**config.mk**
```make
export PLATFORM = sky130hd
export DESIGN_NAME = shared_buffer_multi_stack_core
export DESIGN_NICKNAME = d
export VERILOG_FILES = /design/src/rtl/core/sbms_pkg.sv /design/src/rtl/core/sbms_ctrl.sv /design/src/rtl/core/sbms_dp.sv /design/src/rtl/core/shared_buffer_multi_stack_core.sv
export SDC_FILE = /design/constraint.sdc
export NUM_CORES = 1
export LEC_CHECK = 0
export ABC_AREA = 1
export BUFFER_PORTS_ARGS = -buffer_cell sky130_fd_sc_hd__buf_2
export CORE_MARGIN = 2
export CORE_UTILIZATION = 40
export DETAILED_ROUTE_END_ITERATION = 10
export PLACE_DENSITY_LB_ADDON = 0.05
export SETUP_SLACK_MARGIN = 0.5
export SLEW_MARGIN = 0
export SYNTH_ARGS = -nofsm -noshare
export SYNTH_HDL_FRONTEND = slang
export SYNTH_HIERARCHICAL = 1
export SYNTH_SLANG_ARGS = --single-unit
```
**constraint.sdc**
```tcl
create_clock -name clk -period 8.2 [get_ports clk]
set_input_delay 2.05 -clock clk [delete_from_list [all_inputs] [get_ports clk]]
set_output_delay 2.05 -clock clk [all_outputs]
set_load 0.05 [all_outputs]
```
**src/rtl/core/sbms_pkg.sv**
```systemverilog
// Shared package for the shared-buffer multi-stack core.
// Holds field widths, operation and status codes, FSM state and control types.
// No dependencies.
package sbms_pkg;

    localparam int MODE_W = 2;
    localparam int SID_W  = 2;
    localparam int DATA_W = 32;
    localparam int STAT_W = 2;

    // operation codes
    localparam logic [MODE_W-1:0] MODE_PUSH = 2'd0;
    localparam logic [MODE_W-1:0] MODE_POP  = 2'd1;
    localparam logic [MODE_W-1:0] MODE_READ = 2'd2;

    // result status codes
    localparam logic [STAT_W-1:0] STAT_DONE  = 2'd0;
    localparam logic [STAT_W-1:0] STAT_FULL  = 2'd1;
    localparam logic [STAT_W-1:0] STAT_EMPTY = 2'd2;

    typedef enum logic {
        ST_IDLE,
        ST_EXEC
    } state_t;

    // commands from controller to datapath
    typedef struct packed {
        logic load;   // latch item, launch slot memory read
        logic exec;   // apply the operation, emit the result
    } ctrl_cmd_t;

endpackage

```
**src/rtl/core/sbms_ctrl.sv**
```systemverilog
// Controller FSM for the shared-buffer multi-stack core.
// Sequences each item through a load step and an execute step.
// Depends on sbms_pkg.
module sbms_ctrl
(
    input  logic                  clk,
    input  logic                  rst_n,
    input  logic                  start,
    output logic                  busy,
    output sbms_pkg::ctrl_cmd_t   cmd
);

    sbms_pkg::state_t state_reg;
    sbms_pkg::state_t state_next;

    // state register
    always_ff @(posedge clk or negedge rst_n)
    begin
        if (!rst_n)
        begin
            state_reg <= sbms_pkg::ST_IDLE;
        end
        else
        begin
            state_reg <= state_next;
        end
    end

    // next state
    always_comb
    begin
        state_next = state_reg;
        case (state_reg)
            sbms_pkg::ST_IDLE:
            begin
                if (start)
                begin
                    state_next = sbms_pkg::ST_EXEC;
                end
            end
            sbms_pkg::ST_EXEC:
            begin
                state_next = sbms_pkg::ST_IDLE;
            end
            default:
            begin
                state_next = sbms_pkg::ST_IDLE;
            end
        endcase
    end

    // outputs
    always_comb
    begin
        busy     = 1'b0;
        cmd.load = 1'b0;
        cmd.exec = 1'b0;
        case (state_reg)
            sbms_pkg::ST_IDLE:
            begin
                cmd.load = start;
            end
            sbms_pkg::ST_EXEC:
            begin
                busy     = 1'b1;
                cmd.exec = 1'b1;
            end
            default:
            begin
                busy = 1'b0;
            end
        endcase
    end

endmodule

```
**src/rtl/core/sbms_dp.sv**
```systemverilog
// Datapath for the shared-buffer multi-stack core: slot value and link memories,
// stack head registers, free-list head and fill count, result registers.
// Depends on sbms_pkg.
module sbms_dp
#(
    parameter int POOL_SLOTS  = 16,
    parameter int STACK_COUNT = 4
)
(
    input  logic                              clk,
    input  logic                              rst_n,
    input  sbms_pkg::ctrl_cmd_t               cmd,
    input  logic [sbms_pkg::MODE_W-1:0]       mode,
    input  logic [sbms_pkg::SID_W-1:0]        stack_id,
    input  logic signed [sbms_pkg::DATA_W-1:0] push_value,
    output logic                              done,
    output logic signed [sbms_pkg::DATA_W-1:0] read_value,
    output logic [sbms_pkg::STAT_W-1:0]       status
);

    localparam int IDX_W  = (POOL_SLOTS > 1) ? $clog2(POOL_SLOTS) : 1;
    localparam int PTR_W  = $clog2(POOL_SLOTS + 1);
    localparam int HSEL_W = (STACK_COUNT > 1) ? $clog2(STACK_COUNT) : 1;
    localparam logic [PTR_W-1:0] NULL_PTR = PTR_W'(POOL_SLOTS);

    // slot memories
    logic [sbms_pkg::DATA_W-1:0] values_mem [POOL_SLOTS];
    logic [PTR_W-1:0]            links_mem  [POOL_SLOTS];

    // list state
    logic [PTR_W-1:0] heads_reg [STACK_COUNT];
    logic [PTR_W-1:0] free_head_reg;
    logic [PTR_W-1:0] free_head_next;
    logic [PTR_W-1:0] fill_reg;       // slots at or above this were never allocated
    logic [PTR_W-1:0] fill_next;

    // latched item
    logic [sbms_pkg::MODE_W-1:0] mode_reg;
    logic [HSEL_W-1:0]           sid_reg;
    logic                        sid_ok_reg;
    logic [sbms_pkg::DATA_W-1:0] val_reg;
    logic [PTR_W-1:0]            addr_reg;
    logic [sbms_pkg::DATA_W-1:0] val_rd_reg;
    logic [PTR_W-1:0]            link_rd_reg;

    // result
    logic                              done_reg;
    logic signed [sbms_pkg::DATA_W-1:0] result_reg;
    logic signed [sbms_pkg::DATA_W-1:0] result_next;
    logic [sbms_pkg::STAT_W-1:0]       status_reg;
    logic [sbms_pkg::STAT_W-1:0]       status_next;

    // load-side selection
    logic              sid_in_ok;
    logic [HSEL_W-1:0] sid_in;
    logic [PTR_W-1:0]  head_in;
    logic [PTR_W-1:0]  addr_in;

    // execute-side control
    logic             values_we;
    logic             links_we;
    logic [PTR_W-1:0] links_wdata;
    logic             head_we;
    logic [PTR_W-1:0] head_wdata;
    logic [PTR_W-1:0] link_eff;
    logic             untouched;

    // pick the slot to look up: free-list head for push, stack top otherwise
    always_comb
    begin
        sid_in_ok = (int'(stack_id) < STACK_COUNT);
        sid_in    = HSEL_W'(stack_id);
        head_in   = sid_in_ok ? heads_reg[sid_in] : NULL_PTR;
        addr_in   = (mode == sbms_pkg::MODE_PUSH) ? free_head_reg : head_in;
    end

    // item latch and registered memory read
    always_ff @(posedge clk)
    begin
        if (cmd.load)
        begin
            mode_reg    <= mode;
            sid_reg     <= sid_in;
            sid_ok_reg  <= sid_in_ok;
            val_reg     <= push_value;
            addr_reg    <= addr_in;
            val_rd_reg  <= values_mem[addr_in[IDX_W-1:0]];
            link_rd_reg <= links_mem[addr_in[IDX_W-1:0]];
        end
    end

    // a never-allocated slot links to the next slot, the last one to null
    always_comb
    begin
        untouched = (addr_reg >= fill_reg);
        link_eff  = untouched ? (addr_reg + PTR_W'(1)) : link_rd_reg;
    end

    // execute the operation
    always_comb
    begin
        values_we      = 1'b0;
        links_we       = 1'b0;
        links_wdata    = free_head_reg;
        head_we        = 1'b0;
        head_wdata     = addr_reg;
        free_head_next = free_head_reg;
        fill_next      = fill_reg;
        result_next    = '0;
        status_next    = sbms_pkg::STAT_DONE;
        if (cmd.exec)
        begin
            case (mode_reg)
                sbms_pkg::MODE_PUSH:
                begin
                    if (!sid_ok_reg)
                    begin
                        status_next = sbms_pkg::STAT_EMPTY;
                    end
                    else if (addr_reg == NULL_PTR)
                    begin
                        status_next = sbms_pkg::STAT_FULL;
                    end
                    else
                    begin
                        values_we      = 1'b1;
                        links_we       = 1'b1;
                        links_wdata    = heads_reg[sid_reg];
                        head_we        = 1'b1;
                        head_wdata     = addr_reg;
                        free_head_next = link_eff;
                        if (untouched)
                        begin
                            fill_next = addr_reg + PTR_W'(1);
                        end
                    end
                end
                sbms_pkg::MODE_POP:
                begin
                    if (!sid_ok_reg || addr_reg == NULL_PTR)
                    begin
                        status_next = sbms_pkg::STAT_EMPTY;
                    end
                    else
                    begin
                        result_next    = val_rd_reg;
                        links_we       = 1'b1;
                        links_wdata    = free_head_reg;
                        head_we        = 1'b1;
                        head_wdata     = link_eff;
                        free_head_next = addr_reg;
                    end
                end
                sbms_pkg::MODE_READ:
                begin
                    if (!sid_ok_reg || addr_reg == NULL_PTR)
                    begin
                        status_next = sbms_pkg::STAT_EMPTY;
                    end
                    else
                    begin
                        result_next = val_rd_reg;
                    end
                end
                default:
                begin
                    status_next = sbms_pkg::STAT_DONE;
                end
            endcase
        end
    end

    // slot memory writes
    always_ff @(posedge clk)
    begin
        if (values_we)
        begin
            values_mem[addr_reg[IDX_W-1:0]] <= val_reg;
        end
        if (links_we)
        begin
            links_mem[addr_reg[IDX_W-1:0]] <= links_wdata;
        end
    end

    // list control state
    always_ff @(posedge clk or negedge rst_n)
    begin
        if (!rst_n)
        begin
            for (int i = 0; i < STACK_COUNT; i++)
            begin
                heads_reg[i] <= NULL_PTR;
            end
            free_head_reg <= '0;
            fill_reg      <= '0;
            done_reg      <= 1'b0;
        end
        else
        begin
            if (head_we)
            begin
                heads_reg[sid_reg] <= head_wdata;
            end
            free_head_reg <= free_head_next;
            fill_reg      <= fill_next;
            done_reg      <= cmd.exec;
        end
    end

    // result payload
    always_ff @(posedge clk)
    begin
        if (cmd.exec)
        begin
            result_reg <= result_next;
            status_reg <= status_next;
        end
    end

    assign done       = done_reg;
    assign read_value = result_reg;
    assign status     = status_reg;

endmodule

```
**src/rtl/core/shared_buffer_multi_stack_core.sv**
```systemverilog
// Several stacks sharing one slot pool with a linked free list. An item is taken
// when start is high and busy is low; busy is then high during the execute step,
// and no new item is taken until it falls again. The edge that takes an item reads the slot
// memories at the free-list head (push) or the stack top (pop, read); the next
// edge applies the update. The result appears on read_value and status with done
// high for exactly one cycle, the cycle after busy; it cannot be held off, and a
// new item may be started in that same cycle. No clearing pass is needed after
// reset: never-allocated slots are tracked by a fill count.
// Depends on sbms_pkg, sbms_ctrl and sbms_dp.
module shared_buffer_multi_stack_core
#(
    parameter int POOL_SLOTS  = 16,
    parameter int STACK_COUNT = 4
)
(
    input  logic                               clk,
    input  logic                               rst_n,
    input  logic                               start,
    output logic                               busy,
    input  logic [sbms_pkg::MODE_W-1:0]        mode,
    input  logic [sbms_pkg::SID_W-1:0]         stack_id,
    input  logic signed [sbms_pkg::DATA_W-1:0] push_value,
    output logic                               done,
    output logic signed [sbms_pkg::DATA_W-1:0] read_value,
    output logic [sbms_pkg::STAT_W-1:0]        status
);

    sbms_pkg::ctrl_cmd_t cmd;

    // sequencing
    sbms_ctrl u_ctrl
    (
        .clk   (clk),
        .rst_n (rst_n),
        .start (start),
        .busy  (busy),
        .cmd   (cmd)
    );

    // storage and list update
    sbms_dp
    #(
        .POOL_SLOTS  (POOL_SLOTS),
        .STACK_COUNT (STACK_COUNT)
    )
    u_dp
    (
        .clk        (clk),
        .rst_n      (rst_n),
        .cmd        (cmd),
        .mode       (mode),
        .stack_id   (stack_id),
        .push_value (push_value),
        .done       (done),
        .read_value (read_value),
        .status     (status)
    );

endmodule
```
==> impl_metrics.env <==
export IMPL_synth_seq_area_share_pct=68.6
export IMPL_die_w_um=287
export IMPL_antenna_cells=0
export IMPL_wl_per_cell_um=22.3
export IMPL_drc_errors=0
export IMPL_drt_wl_total_um=90600
export IMPL_pwr_share_clk_pct=36.9
export IMPL_p_int_uw=6900
export IMPL_cts_setup_buffers=0
export IMPL_layout_worst_path_cycle_share_pct=63.4
export IMPL_register_area_um2=21900
export IMPL_async_reset_ff_share_pct=4.35
export IMPL_nFillCells=7384
export IMPL_clock_sinks=736
export IMPL_multi_input_area_um2=7270
export IMPL_netlist_area_um2=32000
export IMPL_gp_congestion=0.887
export IMPL_power_density_nw_per_um2=271
export IMPL_grt_pass1_vias=20600
export IMPL_initial_utilization_pct=40.4
export IMPL_synth_seq_cells=736
export IMPL_via_count=21000
export IMPL_skew_ps=10.7
export IMPL_tns_ps=0
export IMPL_max_cap_violations=0
export IMPL_ys_types=32
export IMPL_max_freq_mhz=192
export IMPL_ios=75
export IMPL_worstPathArrival_ps=5580
export IMPL_grt_setup_unrepaired="false"
export IMPL_htreeDepth=3
export IMPL_r2r_setup_slack_ps=4480
export IMPL_cts_buffers=83
export IMPL_port_buffers=74
export IMPL_slew_viol_final=0
export IMPL_period_minus_slack_ps=5200
export IMPL_vias_per_cell=5.16
export IMPL_fin_nets=3009
export IMPL_worst_pin_slew_ps=1280
export IMPL_critPathLaunchType="input pin"
export IMPL_insertion_delay_ps=620
export IMPL_p_leak_uw=0.0146
export IMPL_synth_edf_count=704
export IMPL_antenna_found_initial=0
export IMPL_grt_first_pass_wirelength_um=133000
export IMPL_synth_area_per_cell_um2=11.0
export IMPL_hold_viol=0
export IMPL_largest_reg_flops=512
export IMPL_grt_ovfl_total=0
export IMPL_combPwrFrac_pct=17.5
export IMPL_yosysWarnings=6
export IMPL_peakVddDrop_v=0.000168
export IMPL_p_sw_uw=2850
export IMPL_status="completed"
export IMPL_root_buffer="clkbuf_16"
export IMPL_critPathMaxFanout=149
export IMPL_p_seq_share_pct=45.6
export IMPL_cts_tree="done"
export IMPL_syn_inst=2912
export IMPL_min_from="u_dp/heads_reg[19]"
export IMPL_endpoint_kind="register"
export IMPL_cts_hold_buf=0
export IMPL_syn_nets=2963
export IMPL_clk_pin_slew_ps=60
export IMPL_p_sw_share_pct=29.2
export IMPL_hp_class="register to register"
export IMPL_post_cts_resized=0
export IMPL_final_antenna_net_count=0
export IMPL_total_power_uw=9750
export IMPL_die_h_um=287
export IMPL_crit_type="input pin to register"
export IMPL_dieArea_um2=82300
export IMPL_ff2ff_path_depth=10
export IMPL_min_path_cells=2
export IMPL_regToRegEndpoint="u_dp/val_rd_reg[14]"
export IMPL_drive_above_1_share_pct=9.50
export IMPL_cts_path_max_buffers=3
export IMPL_grt_usage_pct=22.1
export IMPL_relSlewSlack_pct=13.9
export IMPL_grt_max_degree=150
export IMPL_core_area_um2=79100
export IMPL_drt_iter0_drc=1551
export IMPL_synth_ff_type="edfxtp_1"
export IMPL_dr_pass1_iters=7
export IMPL_placementRows=103
export IMPL_r2r_start="u_dp/heads_reg[10]"
export IMPL_worst_ep_required_time_ps=8580
export IMPL_area_growth_pct=12.5
export IMPL_min_to="u_dp/heads_reg[19]"
export IMPL_dpl_hpwl_um=44100
export IMPL_setup_viol=0
[cell type report]
type	count	share of cell area, %
timing repair buffer	125	2.09
inverter	568	5.92
clock inverter	31	0.737
tap	1050	3.65
clock buffer	117	6.47
sequential	736	60.9
multi-input combinational	1444	20.2
[cells in the mapped netlist, types with 10 or more instances]
library cell / count / area share [%]
edfxtp_1: 704 / 66
nand3b_1: 111 / 2.6
nand2_1: 427 / 5.0
ha_1: 12 / 0.47
o21ai_0: 28 / 0.44
nand3_1: 740 / 12
buf_4: 23 / 0.54
inv_1: 562 / 6.6
buf_1: 10 / 0.12
dfrtp_1: 28 / 2.2
clkbuf_1: 40 / 0.47
nor3_1: 13 / 0.20
nor2_1: 62 / 0.73
buf_2: 85 / 1.3
a21oi_1: 10 / 0.16
[worst max-delay path: stages]
cell and delay [ps]:
buf_2 180, inv_1 250, nand2_1 120, nand3_1 130
nand3_4 530, nand2_8 1060, buf_4 600, nand2_1 100
nand3_1 100, nand3_1 110, nand3_1 130, nand2_1 60
[power groups by stage]
stage | Clock [uW] | Sequential (uW) | Combinational (uW)
final | 3590 | 4440 | 1710
after global routing | 3820 | 4460 | 1890
after CTS | 3690 | 4450 | 1720
after detailed placement | 0 | 4520 | 1720
after global placement | 0 | 4520 | 1710
after floorplan | 0 | 4530 | 1120
[stage by stage]
step                area [um^2]  hold slack [ps]  utilization, %  instances  setup slack [ps]
floorplan                 32000              449               -       2912              4010
finish                    36000              486            45.5       4071              3000
global route              36000              512            45.5       4071              2750
CTS                       36000              483            45.5       4071              3040
global placement          33400              468            42.2       3923              2400
detailed placement        33400              472            42.2       3923              2400
[worst max-delay path by stage]
stage                          start                     to  slack, ps  cells past startpoint
floorplan           u_ctrl/state_reg  u_dp/values_mem[3][0]       4010                      4
global placement         stack_id[0]    u_dp/val_rd_reg[23]       2400                     12
detailed placement       stack_id[0]    u_dp/val_rd_reg[15]       2400                     12
CTS                      stack_id[0]    u_dp/val_rd_reg[15]       3040                     12
global route             stack_id[0]    u_dp/val_rd_reg[18]       2750                     12
finish                   stack_id[0]    u_dp/val_rd_reg[14]       3000                     12
[metal layers]
layer,vias up,part of all wire [%],GRT usage [%]
met2,611,46,35.2
met3,182,5.4,3.07
li1,9865,-,-
met4,0,3.4,8.09
met5,-,0,0
met1,10300,45,30.8
[placed cells by master (no fill, tap or decap), types with 11 or more instances in the layout]
master	n
nand3_1	739
edfxtp_1	704
inv_1	562
nand2_1	424
nand3b_1	111
clkbuf_16	86
buf_2	74
nor2_1	53
buf_4	51
o21ai_0	28
dfrtp_1	27
clkbuf_1	25
clkinv_2	12
ha_1	12
nor2_4	11
[kinds of logic after synthesis]
group | count (synthesis) | share of synthesized area [%]
flip-flops | 736 | 68.6
AO/OA/AOI/OAI | 60 | 1.05
adder cells (fa/ha/maj) | 12 | 0.469
AND/OR/NAND/NOR | 1370 | 20.5
buffers and inverters | 732 | 9.33
XOR/XNOR | 2 | 0.0547
(Power assumes the default switching activity.)
